==> src/design/bir_pkg.sv <==
// shared types and constants for the bilinear image rotator
`default_nettype none
package bir_pkg;

	localparam int COORD_W    = 9;
	localparam int PIX_W      = 8;
	localparam int CFG_IDX_W  = 3;
	localparam int CFG_DATA_W = 16;
	localparam int CANVAS_MAX = 511;

	localparam logic [CFG_IDX_W-1:0] CFG_SRC_WIDTH  = 3'd0;
	localparam logic [CFG_IDX_W-1:0] CFG_SRC_HEIGHT = 3'd1;
	localparam logic [CFG_IDX_W-1:0] CFG_CHANNELS   = 3'd2;
	localparam logic [CFG_IDX_W-1:0] CFG_COS        = 3'd3;
	localparam logic [CFG_IDX_W-1:0] CFG_SIN        = 3'd4;
	localparam logic [CFG_IDX_W-1:0] CFG_FILL       = 3'd5;

	localparam logic KIND_LOAD = 1'b0;
	localparam logic KIND_READ = 1'b1;

	typedef struct packed {
		logic               kind;
		logic [COORD_W-1:0] col;
		logic [COORD_W-1:0] row;
		logic [PIX_W-1:0]   in_ch0;
		logic [PIX_W-1:0]   in_ch1;
		logic [PIX_W-1:0]   in_ch2;
		logic [PIX_W-1:0]   in_ch3;
	} in_t;

	typedef struct packed {
		logic [PIX_W-1:0]   out_ch0;
		logic [PIX_W-1:0]   out_ch1;
		logic [PIX_W-1:0]   out_ch2;
		logic [PIX_W-1:0]   out_ch3;
		logic               inside_res;
		logic [COORD_W-1:0] canvas_width;
		logic [COORD_W-1:0] canvas_height;
	} out_t;

	typedef enum logic [3:0] {
		ST_IDLE,
		ST_CMUL,
		ST_CSUM,
		ST_PMUL,
		ST_PROD,
		ST_PSUM,
		ST_RD0,
		ST_RD1,
		ST_RD2,
		ST_RD3,
		ST_ACC,
		ST_FIN
	} state_t;

	typedef struct packed {
		logic       cap;
		logic       st_wr;
		logic       cmul;
		logic       csum;
		logic       pmul;
		logic       psum;
		logic       rd_en;
		logic [1:0] rd_sel;
		logic       wgt_en;
		logic       acc_clr;
		logic       acc_en;
		logic [1:0] acc_sel;
		logic       fin;
	} cmd_t;

	typedef struct packed {
		logic in_src;
	} status_t;

endpackage
`default_nettype wire

==> src/design/bir_ctrl.sv <==
// sequencer for loads and rotated-pixel reads
`default_nettype none
module bir_ctrl (
	input  wire logic            clk,
	input  wire logic            arst_n,
	input  wire logic            start,
	input  wire logic            kind,
	input  wire bir_pkg::status_t status,
	output bir_pkg::cmd_t        cmd,
	output logic                 busy
);
	import bir_pkg::*;

	state_t state_q, state_d;

	always_ff @(posedge clk or negedge arst_n) begin
		if (!arst_n) begin
			state_q <= ST_IDLE;
		end else begin
			state_q <= state_d;
		end
	end

	always_comb begin
		state_d = state_q;
		cmd     = '0;
		busy    = 1'b1;
		case (state_q)
			ST_IDLE: begin
				busy = 1'b0;
				if (start) begin
					if (kind == KIND_LOAD) begin
						cmd.st_wr = 1'b1;
					end else begin
						cmd.cap = 1'b1;
						state_d = ST_CMUL;
					end
				end
			end
			ST_CMUL: begin
				cmd.cmul = 1'b1;
				state_d  = ST_CSUM;
			end
			ST_CSUM: begin
				cmd.csum = 1'b1;
				state_d  = ST_PMUL;
			end
			ST_PMUL: begin
				cmd.pmul = 1'b1;
				state_d  = ST_PROD;
			end
			// rotation products register here
			ST_PROD: begin
				state_d = ST_PSUM;
			end
			ST_PSUM: begin
				cmd.psum = 1'b1;
				state_d  = ST_RD0;
			end
			ST_RD0: begin
				cmd.rd_en   = 1'b1;
				cmd.rd_sel  = 2'd0;
				cmd.wgt_en  = 1'b1;
				cmd.acc_clr = 1'b1;
				// outside the source: no texels needed
				state_d = status.in_src ? ST_RD1 : ST_FIN;
			end
			ST_RD1: begin
				cmd.rd_en   = 1'b1;
				cmd.rd_sel  = 2'd1;
				cmd.acc_en  = 1'b1;
				cmd.acc_sel = 2'd0;
				state_d     = ST_RD2;
			end
			ST_RD2: begin
				cmd.rd_en   = 1'b1;
				cmd.rd_sel  = 2'd2;
				cmd.acc_en  = 1'b1;
				cmd.acc_sel = 2'd1;
				state_d     = ST_RD3;
			end
			ST_RD3: begin
				cmd.rd_en   = 1'b1;
				cmd.rd_sel  = 2'd3;
				cmd.acc_en  = 1'b1;
				cmd.acc_sel = 2'd2;
				state_d     = ST_ACC;
			end
			ST_ACC: begin
				cmd.acc_en  = 1'b1;
				cmd.acc_sel = 2'd3;
				state_d     = ST_FIN;
			end
			ST_FIN: begin
				cmd.fin = 1'b1;
				state_d = ST_IDLE;
			end
			default: begin
				state_d = ST_IDLE;
			end
		endcase
	end

endmodule
`default_nettype wire

==> config.mk <==
export PLATFORM = sky130hd
export DESIGN_NAME = bir_ctrl
export DESIGN_NICKNAME = d
export VERILOG_FILES = /design/src/design/bir_pkg.sv /design/src/design/bir_ctrl.sv
export SDC_FILE = /design/constraint.sdc
export NUM_CORES = 1
export LEC_CHECK = 0
export ABC_CLOCK_PERIOD_IN_PS = 1100
export BUFFER_PORTS_ARGS = -buffer_cell sky130_fd_sc_hd__buf_2
export CAP_MARGIN = 20
export CELL_PAD_IN_SITES_DETAIL_PLACEMENT = 0
export CELL_PAD_IN_SITES_GLOBAL_PLACEMENT = 1
export CORE_MARGIN = 10
export CORE_UTILIZATION = 26
export CTS_BUF_LIST = sky130_fd_sc_hd__clkbuf_8
export CTS_CLUSTER_DIAMETER = 80
export CTS_CLUSTER_SIZE = 12
export DETAILED_ROUTE_END_ITERATION = 10
export PLACE_DENSITY = 0.78
export SYNTH_ARGS = -nofsm -noshare
export SYNTH_HDL_FRONTEND = slang
export SYNTH_SLANG_ARGS = --single-unit
==> constraint.sdc <==
create_clock -name clk -period 1.1 [get_ports clk]
set_input_delay 0.11 -clock clk [delete_from_list [all_inputs] [get_ports clk]]
set_output_delay 0.11 -clock clk [all_outputs]
set_load 0.05 [all_outputs]
==> summary.md, run 1 <==
| Metric | Value |
|---|---|
| Run status | `finished, violations left` |
| Failing checks | `negative setup slack` |
| Slowest CP cell | `or4_4` |
| Total number of vias | `about 470` |
| Top Registers | `state_q: 4 flops` |
| Tcrit/Tclk final | `1.45` |
| Clk buf depth | `2` |
| R2R Setup Slk | `-0.12 ns` |
| Total I/O pin count | `21` |
| Finished Cell Area | `956 µm²` |
| Dpl ws | `-0.360 ns` |
| Number of antenna violations at the first check in global routing | `0` |
| Mapped Cells | `43` |
| Width of the die | `57.0 µm` |
| Biggest register | `state_q` |
| Remaining global-route overflow | `0` |
| Layout cell share with drive strength beyond 1 | `0.827` |
| Crit path DAT | `1.48 ns` |
| CP top delay family | `simple AND/OR/NAND/NOR gates` |
| Pre-Repair DR Iteration Count | `2` |
| Syn. warnings | `0` |
| Number of synthesized flops with an enable pin | `0` |
| Worst relative slew slack | `0.815` |
| R2R depth | `5` |
| Setup-failing EPs final | `20` |
| GRT Total Usage | `0.0863` |
| Skew final | `~0.0023 ns` |
| Hold Path End | `state_q[2]$_DFFE_PN0P_` |
| Clock network latency to the later pin of the worst-skew pair | `~0.22 ns` |
| CTS Buf Count | `3` |
| Vias in the first global route | `495` |
| Post-Synth Adder-Cell Area | `0` |
| Largest family of logic cells by synthesized area | `simple AND/OR/NAND/NOR gates` |
| Commonest cells after routing, fill and taps aside | `buf_4, buf_6, buf_8` |
| Main synth FF type | `dfrtp_1` |
| Final Critical Period | `roughly 1.6 ns` |
| Critical register-to-register path startpoint | `state_q[2]$_DFFE_PN0P_` |
| Setup WS post-layout | `-0.494 ns` |
| Hold Path Stages | `3` |
| Mapped Avg Cell Area | `about 8.3 µm²` |
| Final Max Slew Viols | `0` |
| Most common cell after layout, fill and taps aside | `buf_4` |
| Final Hold Vio Count | `0` |
| CP peak stage delay | `between 0.5 and 0.6 ns` |
| Syn Nets | `48` |
| Number of port buffers | `20` |
| Placer Congestion | `0.716` |
| Diodes inserted | `0` |
| Slew @ Worst Pin | `0.278 ns` |
| Standard-cell rows | `13` |
| Die area | `3250 µm²` |
| First-pass GRT wire length | `2260 µm` |
| Largest area contributor in the synthesized netlist | `dfrtp_1` |
| Max Cap Viol | `0` |
| Max reg flops | `4` |
| Initial core utilization | `0.273` |
| Critical Path Sink Type | `output pin` |
| Critical R2R Capture | `state_q[3]$_DFFE_PN0P_` |
| Post-synthesis mux area share | `0.0282` |
| Drc violations | `0` |
| Total Wirelength | `1420 µm` |
| Min-Delay Path Class | `input port to flop` |
| Fillcell total | `84` |
| Clock transition at path regs | `roughly 0.03 ns` |
| Clock net sink count | `4` |
| DP Area | `629 µm²` |
| Hold Path Origin | `status` |
| Netlist cell types | `25` |
| Register area share after synthesis | `0.282` |
| Vias per std cell | `4.85` |
| Fmax | `0.627 GHz` |
| Nets@finish | `88` |
| Post-synthesis register bit count | `4` |
| Setup crit start kind | `flop` |
| Synth Area in XOR/XNOR | `0.0246` |
| Critical path class | `flop to output pin` |
| Avg WL per Cell | `between 10 and 15 µm` |
| Clock root buffer | `clkbuf_8` |
| RSZ-0062 raised after global routing | `yes` |
| Post-synth top area share | `0.282` |
| Largest net degree at the start of global routing | `13` |
| Post-route ant nets | `0` |
| Async SR Flop Fraction | `1.00` |
| Fin Hold WS | `roughly 0.19 ns` |
| CTS tree | `done` |
| Die Span Y | `57.0 µm` |
| Worst-path cell chain | `or4_4 > nor3_4 > buf_6` |
| Synth area leaders | `dfrtp_1, nor3_2, nand2b_1` |
| Simple-Gate Fraction of Synth Area | `0.384` |
| H-tree depth | `1` |
| Area grow syn2layout | `169%` |
| Cell Area, Synth | `roughly 360 µm²` |
| Initial drt markers | `4` |
| DP Wirelength | `898 µm` |
| Compound-Gate Fraction of Synth Area | `0.158` |
| Worst EP required | `0.99 ns` |
| Core box area | `between 1000 and 1500 µm²` |
| CP bufs+invs | `1` |
| CP max FO | `3` |
-- layer usage --
| metal | GRT usage | vias to the layer above | part of all wire |
|---|---|---|---|
| met5 | 0 | - | 0 |
| met4 | 0.0503 | 0 | 0.012 |
| met3 | 0.0465 | 2 | 0.11 |
| met2 | 0.144 | 20 | 0.53 |
| met1 | 0.0823 | 219 | 0.35 |
| li1 | - | 225 | - |
-- stage by stage --
stage,instances,util,TNS (ns)
6_report,96,0.735,-6.53
5_1_grt,96,0.735,-7.57
4_1_cts,93,0.680,-6.43
3_5_place_dp,83,0.484,-4.15
3_3_place_gp,83,0.484,-3.93
2_1_floorplan,43,-,-4.55
-- worst reg2reg max path, delay by kind of cell (launching register included) --
family	cells	cell delay, ns
buffers and inverters	3	0.39
DFF	1	0.37
AOI/OAI and AO/OA	1	0.22
and+or+nand+nor	1	0.12
-- timing repair --
item / 4_1_cts / 5_1_grt
hold buffers: 1 / 0
gates resized for setup: 43 / 11
buffers inserted: 6 / 3
pin swaps: 6 / 1
endpoints found under the hold margin: 4 / 0
endpoints found under the setup margin: 20 / 20
-- final cells by class --
cell class	instances	area, µm²	area share
well taps	15	18.8	0.0196
inverters	3	15.0	0.0157
clock buffers	3	41.3	0.0432
repair buffers	40	383	0.401
multi-input cells	31	398	0.416
flip-flops and latches	4	100	0.105
-- worst max path at each step --
stage | start | to | slack, ns | cells after the start
finish | state_q[3]$_DFFE_PN0P_ | cmd[13] | -0.49 | 3
global route | state_q[3]$_DFFE_PN0P_ | cmd[14] | -0.55 | 3
CTS | state_q[3]$_DFFE_PN0P_ | cmd[13] | -0.50 | 3
detailed placement | state_q[2]$_DFFE_PN0P_ | cmd[13] | -0.36 | 3
global placement | state_q[3]$_DFFE_PN0P_ | cmd[14] | -0.34 | 3
floorplan | state_q[0]$_DFFE_PN0P_ | cmd[13] | -0.56 | 3
-- cells in the mapped netlist, types with 2 or more instances --
cell and instances:
nor3_2 2, nor2b_1 2, nor2_1 5, nand2b_1 3, nor3_1 3, a21oi_1 2
buf_2 2, inv_1 3, dfrtp_1 4, nand2_1 2
-- logic make-up after synthesis --
kind of cell           Yosys count
AO/OA/AOI/OAI                    7
AND/OR/NAND/NOR                 22
XOR/XNOR                         1
multiplexers                     1
flip-flops                       4
buffers and inverters            8
Power of run 1 is not shown: default switching activity piles up to over one toggle a cycle in this logic, so the estimate is an artifact.
==> run 2, diff against run 1 <==
Settings changed: ABC_CLOCK_PERIOD_IN_PS 1100 to 1900, CORE_AREA from default to 10 10 47 49, CORE_MARGIN 10 to default, CORE_UTILIZATION 26 to default, DIE_AREA from default to 0 0 57 59, PLACE_DENSITY 0.78 to 0.76.
Clock period 1.1 ns to 1.9 ns, I/O delays scaled along.
==> summary.md, run 2 (synthesis gave the netlist of run 1 again) <==
| Metric | Value |
|---|---|
| Slew @ Worst Pin | `0.403 ns (+0.126 ns)` |
| Fmax | `0.554 GHz` |
| Min-Delay Path Class | `input port to flop` |
| Nets@finish | `72 (-18%)` |
| Worst relative slew slack | `0.724 (-0.0908)` |
| Total number of vias | `381 (-18%)` |
| Final Critical Period | `1.80 ns` |
| Initial core utilization | `0.254 (-0.0195)` |
| Commonest cells after routing, fill and taps aside | `buf_2, nor2_1, dfrtp_1` |
| CP max FO | `10 (+7)` |
| Diodes inserted | `0 (unchanged)` |
| Setup-failing EPs final | `0 (-100%)` |
| Setup crit start kind | `flop` |
| Area grow syn2layout | `48.2%` |
| Core box area | `1400 µm² (+7.7%)` |
| Total I/O pin count | `21 (unchanged)` |
| Fin Hold WS | `0.283 ns (+0.0925 ns)` |
| H-tree depth | `1 (unchanged)` |
| Crit path DAT | `1.61 ns (+0.13 ns)` |
| Post-route ant nets | `0 (unchanged)` |
| Remaining global-route overflow | `0 (unchanged)` |
| Setup_tns | `0 ns (+6.53 ns)` |
| Met3 GRT Util | `0.0451 (-0.00140)` |
| Largest net degree at the start of global routing | `12 (-1)` |
| Placer Congestion | `0.730 (+2.0%)` |
| Run status | `complete, no violations` |
| Initial drt markers | `1 (-3)` |
| Width of the die | `57 µm (about the same)` |
| Global Route met1 Usage | `0.0674 (-0.0149)` |
| Clock network latency to the later pin of the worst-skew pair | `0.21 ns (about the same)` |
| Max Cap Viol | `0 (unchanged)` |
| GRT Total Usage | `0.0638 (-0.0225)` |
| Biggest register | `state_q` |
| Die area | `3360 µm² (+3.6%)` |
| Drc violations | `0 (unchanged)` |
| Clock net sink count | `4 (unchanged)` |
| CTS tree | `done` |
| Setup WS post-layout | `0.0963 ns (+0.590 ns)` |
| Most common cell after layout, fill and taps aside | `buf_2` |
| Pre-Repair DR Iteration Count | `2 (unchanged)` |
| Top Registers | `state_q: 4 flops` |
| Busiest grt layer | `met2` |
| CTS Buf Count | `3 (unchanged)` |
| Final Max Slew Viols | `0 (unchanged)` |
| Number of antenna violations at the first check in global routing | `0 (unchanged)` |
| Clock root buffer | `clkbuf_8` |
| Max reg flops | `4 (unchanged)` |
| Fillcell total | `161 (+92%)` |
| Total Wirelength | `980 µm (-31%)` |
| First-pass GRT wire length | `1770 µm (-22%)` |
| RSZ-0062 raised after global routing | `no` |
| Post-CTS Setup Bufs | `0 (-6)` |
| # placed instances | `77 (-7.2%)` |
| GR Util met2 | `0.0946 (-0.0496)` |
| Layout cell share with drive strength beyond 1 | `0.508 (-0.319)` |
| Final Hold Vio Count | `0 (unchanged)` |
| Skew final | `0.000739 ns (-0.00155 ns)` |
| Worst EP required | `1.71 ns (+0.72 ns)` |
| Post-Layout Cell Count | `81 (-16%)` |
| DP Wirelength | `774 µm (-14%)` |
| Vias in the first global route | `405 (-18%)` |
| Tcrit/Tclk final | `0.949` |
| Critical Path Sink Type | `output pin` |
| Dpl ws | `0.305 ns (+0.665 ns)` |
| Clk buf depth | `2 (unchanged)` |
| Clock transition at path regs | `0.03 ns (about the same)` |
| Standard-cell rows | `14 (+1)` |
| Number of port buffers | `20 (unchanged)` |
| Avg WL per Cell | `12.1 µm (-18%)` |
| Critical path class | `flop to output pin` |
| Vias per std cell | `4.70 (-3.1%)` |
| Die Span Y | `59 µm (+3.6%)` |
-- run 2: cell types whose count changed in the layout (fill, tap and decap cells not counted), sizes merged --
cell      change
inv           +1
clkinvlp      -1
buf          -17
clkbuf        +1
-- run 2: path summary, 6_finish.rpt --
path	from	end	cells after the start	slack, ns
max	state_q[0]$_DFFE_PN0P_	cmd[13]	3	0.1
min	status	state_q[2]$_DFFE_PN0P_	3	0.28
max reg2reg	state_q[3]$_DFFE_PN0P_	state_q[0]$_DFFE_PN0P_	3	0.73
min reg2reg	state_q[3]$_DFFE_PN0P_	state_q[2]$_DFFE_PN0P_	2	0.60
max in group asynchronous	arst_n	state_q[3]$_DFFE_PN0P_	2	1.47
min in group asynchronous	arst_n	state_q[2]$_DFFE_PN0P_	2	0.31
-- run 2: cell type report --
class	count	area, µm²	share of cell area
Tap cell	16	20.0	0.0380
Multi-Input combinational cell	31	219	0.416
Clock buffer	3	41.3	0.0784
Inverter	3	11.3	0.0214
Sequential cell	4	100	0.190
Timing Repair Buffer	24	135	0.257
-- run 2: critical path, stage by stage, from the launching register on --
cell and delay, ns:
dfrtp_1 0.47, or4_4 0.54, nor3_2 0.11, buf_2 0.28
-- run 2: what timing repair did --
| item | CTS | global route |
|---|---|---|
| endpoints found under the setup margin | 0 | 1 |
| endpoints found under the hold margin | 4 | 0 |
| hold buffers | 1 | 0 |
| gates resized for setup | 0 | 1 |
-- run 2: through the flow --
step / area, µm² / utilization
after global routing: 527 / 0.376
after detailed placement: 473 / 0.338
after floorplan: 363 / -
after CTS: 524 / 0.374
final: 527 / 0.376
after global placement: 473 / 0.338
-- run 2: routing by layer --
| layer | part of all wire | vias to the layer above |
|---|---|---|
| met5 | 0 | - |
| met4 | 0.010 | 0 |
| met3 | 0.11 | 2 |
| met2 | 0.43 | 15 |
| met1 | 0.44 | 172 |
| li1 | - | 192 |
Power of run 2 is left out for the same reason.
==> run 3, diff against run 2 <==
Settings changed: CAP_MARGIN 20 to default, PLACE_DENSITY 0.76 to default, PLACE_DENSITY_LB_ADDON from default to 0.1.
==> summary.md, run 3 (synthesis gave the netlist of run 1 again) <==
| Metric | Value |
|---|---|
| Run status | `complete, no violations` |
| Area grow syn2layout | `48.2% (unchanged)` |
| Width of the die | `57 µm (unchanged)` |
| Final core occ | `0.376 (unchanged)` |
| Total number of vias | `377 (-1.0%)` |
| Clock transition at path regs | `0.03 ns (about the same)` |
| Die area | `3360 µm² (unchanged)` |
| DP Area | `473 µm² (unchanged)` |
| Critical path class | `flop to output pin` |
| H-tree depth | `1 (unchanged)` |
| Initial drt markers | `6 (+5)` |
| Vias per std cell | `4.65 (-1.0%)` |
| Pre-Repair DR Iteration Count | `2 (unchanged)` |
| Skew final | `0.00170 ns (+0.000963 ns)` |
| Number of port buffers | `20 (unchanged)` |
| Final Hold Vio Count | `0 (unchanged)` |
| Top Registers | `state_q: 4 flops` |
| Fmax | `0.565 GHz (+2.0%)` |
| First-pass GRT wire length | `1700 µm (-3.9%)` |
| Setup crit start kind | `flop` |
| Standard-cell rows | `14 (unchanged)` |
| Finished Cell Area | `527 µm² (unchanged)` |
| Total I/O pin count | `21 (unchanged)` |
| Nets@finish | `72 (unchanged)` |
| Worst relative slew slack | `0.761 (+0.0367)` |
| Slew @ Worst Pin | `0.350 ns (-0.0536 ns)` |
| Remaining global-route overflow | `0 (unchanged)` |
| Tcrit/Tclk final | `0.931 (-0.0183)` |
| Setup-failing EPs final | `0 (unchanged)` |
| CP bufs+invs | `1 (unchanged)` |
| Critical Path Sink Type | `output pin` |
| Max Cap Viol | `0 (unchanged)` |
| Clock net sink count | `4 (unchanged)` |
| Slowest CP cell | `or4_4` |
| Diodes inserted | `0 (unchanged)` |
| CTS tree | `done` |
| Final Max Slew Viols | `0 (unchanged)` |
| Hold Path Stages | `3 (unchanged)` |
| Crit path DAT | `1.58 ns (-0.03 ns)` |
| Commonest cells after routing, fill and taps aside | `buf_2, nor2_1, dfrtp_1` |
| Clock network latency to the later pin of the worst-skew pair | `0.22 ns (about the same)` |
| Initial core utilization | `0.254 (unchanged)` |
| Fin Hold WS | `0.277 ns (-0.00571 ns)` |
| Avg WL per Cell | `12.5 µm (+3.1%)` |
| Drc violations | `0 (unchanged)` |
| Max reg flops | `4 (unchanged)` |
| DP Wirelength | `788 µm (+1.8%)` |
| Min-Delay Path Class | `input port to flop` |
| Clock root buffer | `clkbuf_8` |
| CTS Buf Count | `3 (unchanged)` |
| R2R depth | `3 (unchanged)` |
| Critical register-to-register path startpoint | `state_q[3]$_DFFE_PN0P_` |
| Worst EP required | `1.71 ns (about the same)` |
| Hold Path End | `state_q[2]$_DFFE_PN0P_` |
| R2R Setup Slk | `0.72 ns (about the same)` |
| CP peak stage delay | `0.57 ns (+0.03 ns)` |
| CP max FO | `5 (-5)` |
| RSZ-0062 raised after global routing | `no` |
| Total Wirelength | `1010 µm (+3.1%)` |
| Post-route ant nets | `0 (unchanged)` |
| Largest net degree at the start of global routing | `12 (unchanged)` |
| Layout cell share with drive strength beyond 1 | `0.508 (unchanged)` |
| GRT Total Usage | `0.0656 (+0.00177)` |
| Critical R2R Capture | `state_q[0]$_DFFE_PN0P_` |
| Biggest register | `state_q` |
| Number of antenna violations at the first check in global routing | `0 (unchanged)` |
| CP top delay family | `simple AND/OR/NAND/NOR gates` |
| Core box area | `1400 µm² (unchanged)` |
| Worst-path cell chain | `or4_4 > nor3_2 > buf_2` |
| Fillcell total | `158 (-1.9%)` |
| Vias in the first global route | `389 (-4.0%)` |
| Die Span Y | `59 µm (unchanged)` |
| Placer Congestion | `0.642 (-12%)` |
| Hold Path Origin | `status` |
| Final Critical Period | `1.77 ns (-0.0347 ns)` |
| Most common cell after layout, fill and taps aside | `buf_2` |
| Clk buf depth | `2 (unchanged)` |
## run 3: cell counts in the layout (fill, tap and decap cells not counted)
Identical to the previous run, type by type.
## run 3: what timing repair did
action	in CTS	in global routing
buffers inserted	0	0
setup endpoints to repair	0	1
hold endpoints to repair	4	0
hold buffers	1	0
resized for setup	0	1
## run 3: worst max-delay path by stage
stage	start	to	slack, ns	cells past startpoint
final	state_q[3]$_DFFE_PN0P_	cmd[14]	0.13	3
after global routing	state_q[3]$_DFFE_PN0P_	cmd[6]	0.03	4
after CTS	state_q[3]$_DFFE_PN0P_	cmd[6]	0.09	4
after detailed placement	state_q[3]$_DFFE_PN0P_	cmd[6]	0.32	4
after global placement	state_q[1]$_DFFE_PN0P_	cmd[13]	0.36	3
after floorplan	state_q[0]$_DFFE_PN0P_	cmd[13]	-0.03	3
## run 3: final cells by class
cell class                      count  area (µm²)  share of cell area
Multi-Input combinational cell     31         219               0.416
Tap cell                           16        20.0              0.0380
Clock buffer                        3        41.3              0.0784
Inverter                            3        11.3              0.0214
Timing Repair Buffer               24         135               0.257
Sequential cell                     4         100               0.190
## run 3: worst reg2reg max path: stages, from the launching register on
cell	delay [ns]
dfrtp_1	0.41
buf_4	0.19
a2111oi_0	0.37
a211oi_1	0.09
## run 3: through the flow
stage	setup slack, ns	instances	setup TNS [ns]
finish	0.131	81	0
global route	0.0268	81	0
CTS	0.0857	81	0
detailed placement	0.321	77	0
global placement	0.355	77	0
floorplan	-0.0292	43	-0.0583
## run 3: metal layers
metal  wire length [µm]  vias up  global-route usage
met4                 48        0              0.0705
met5                  0        -                   0
met1                473      163              0.0759
li1                   -      190                   -
met2                404       19              0.0791
met3                 83        5              0.0343
Power of run 3 is left out for the same reason.
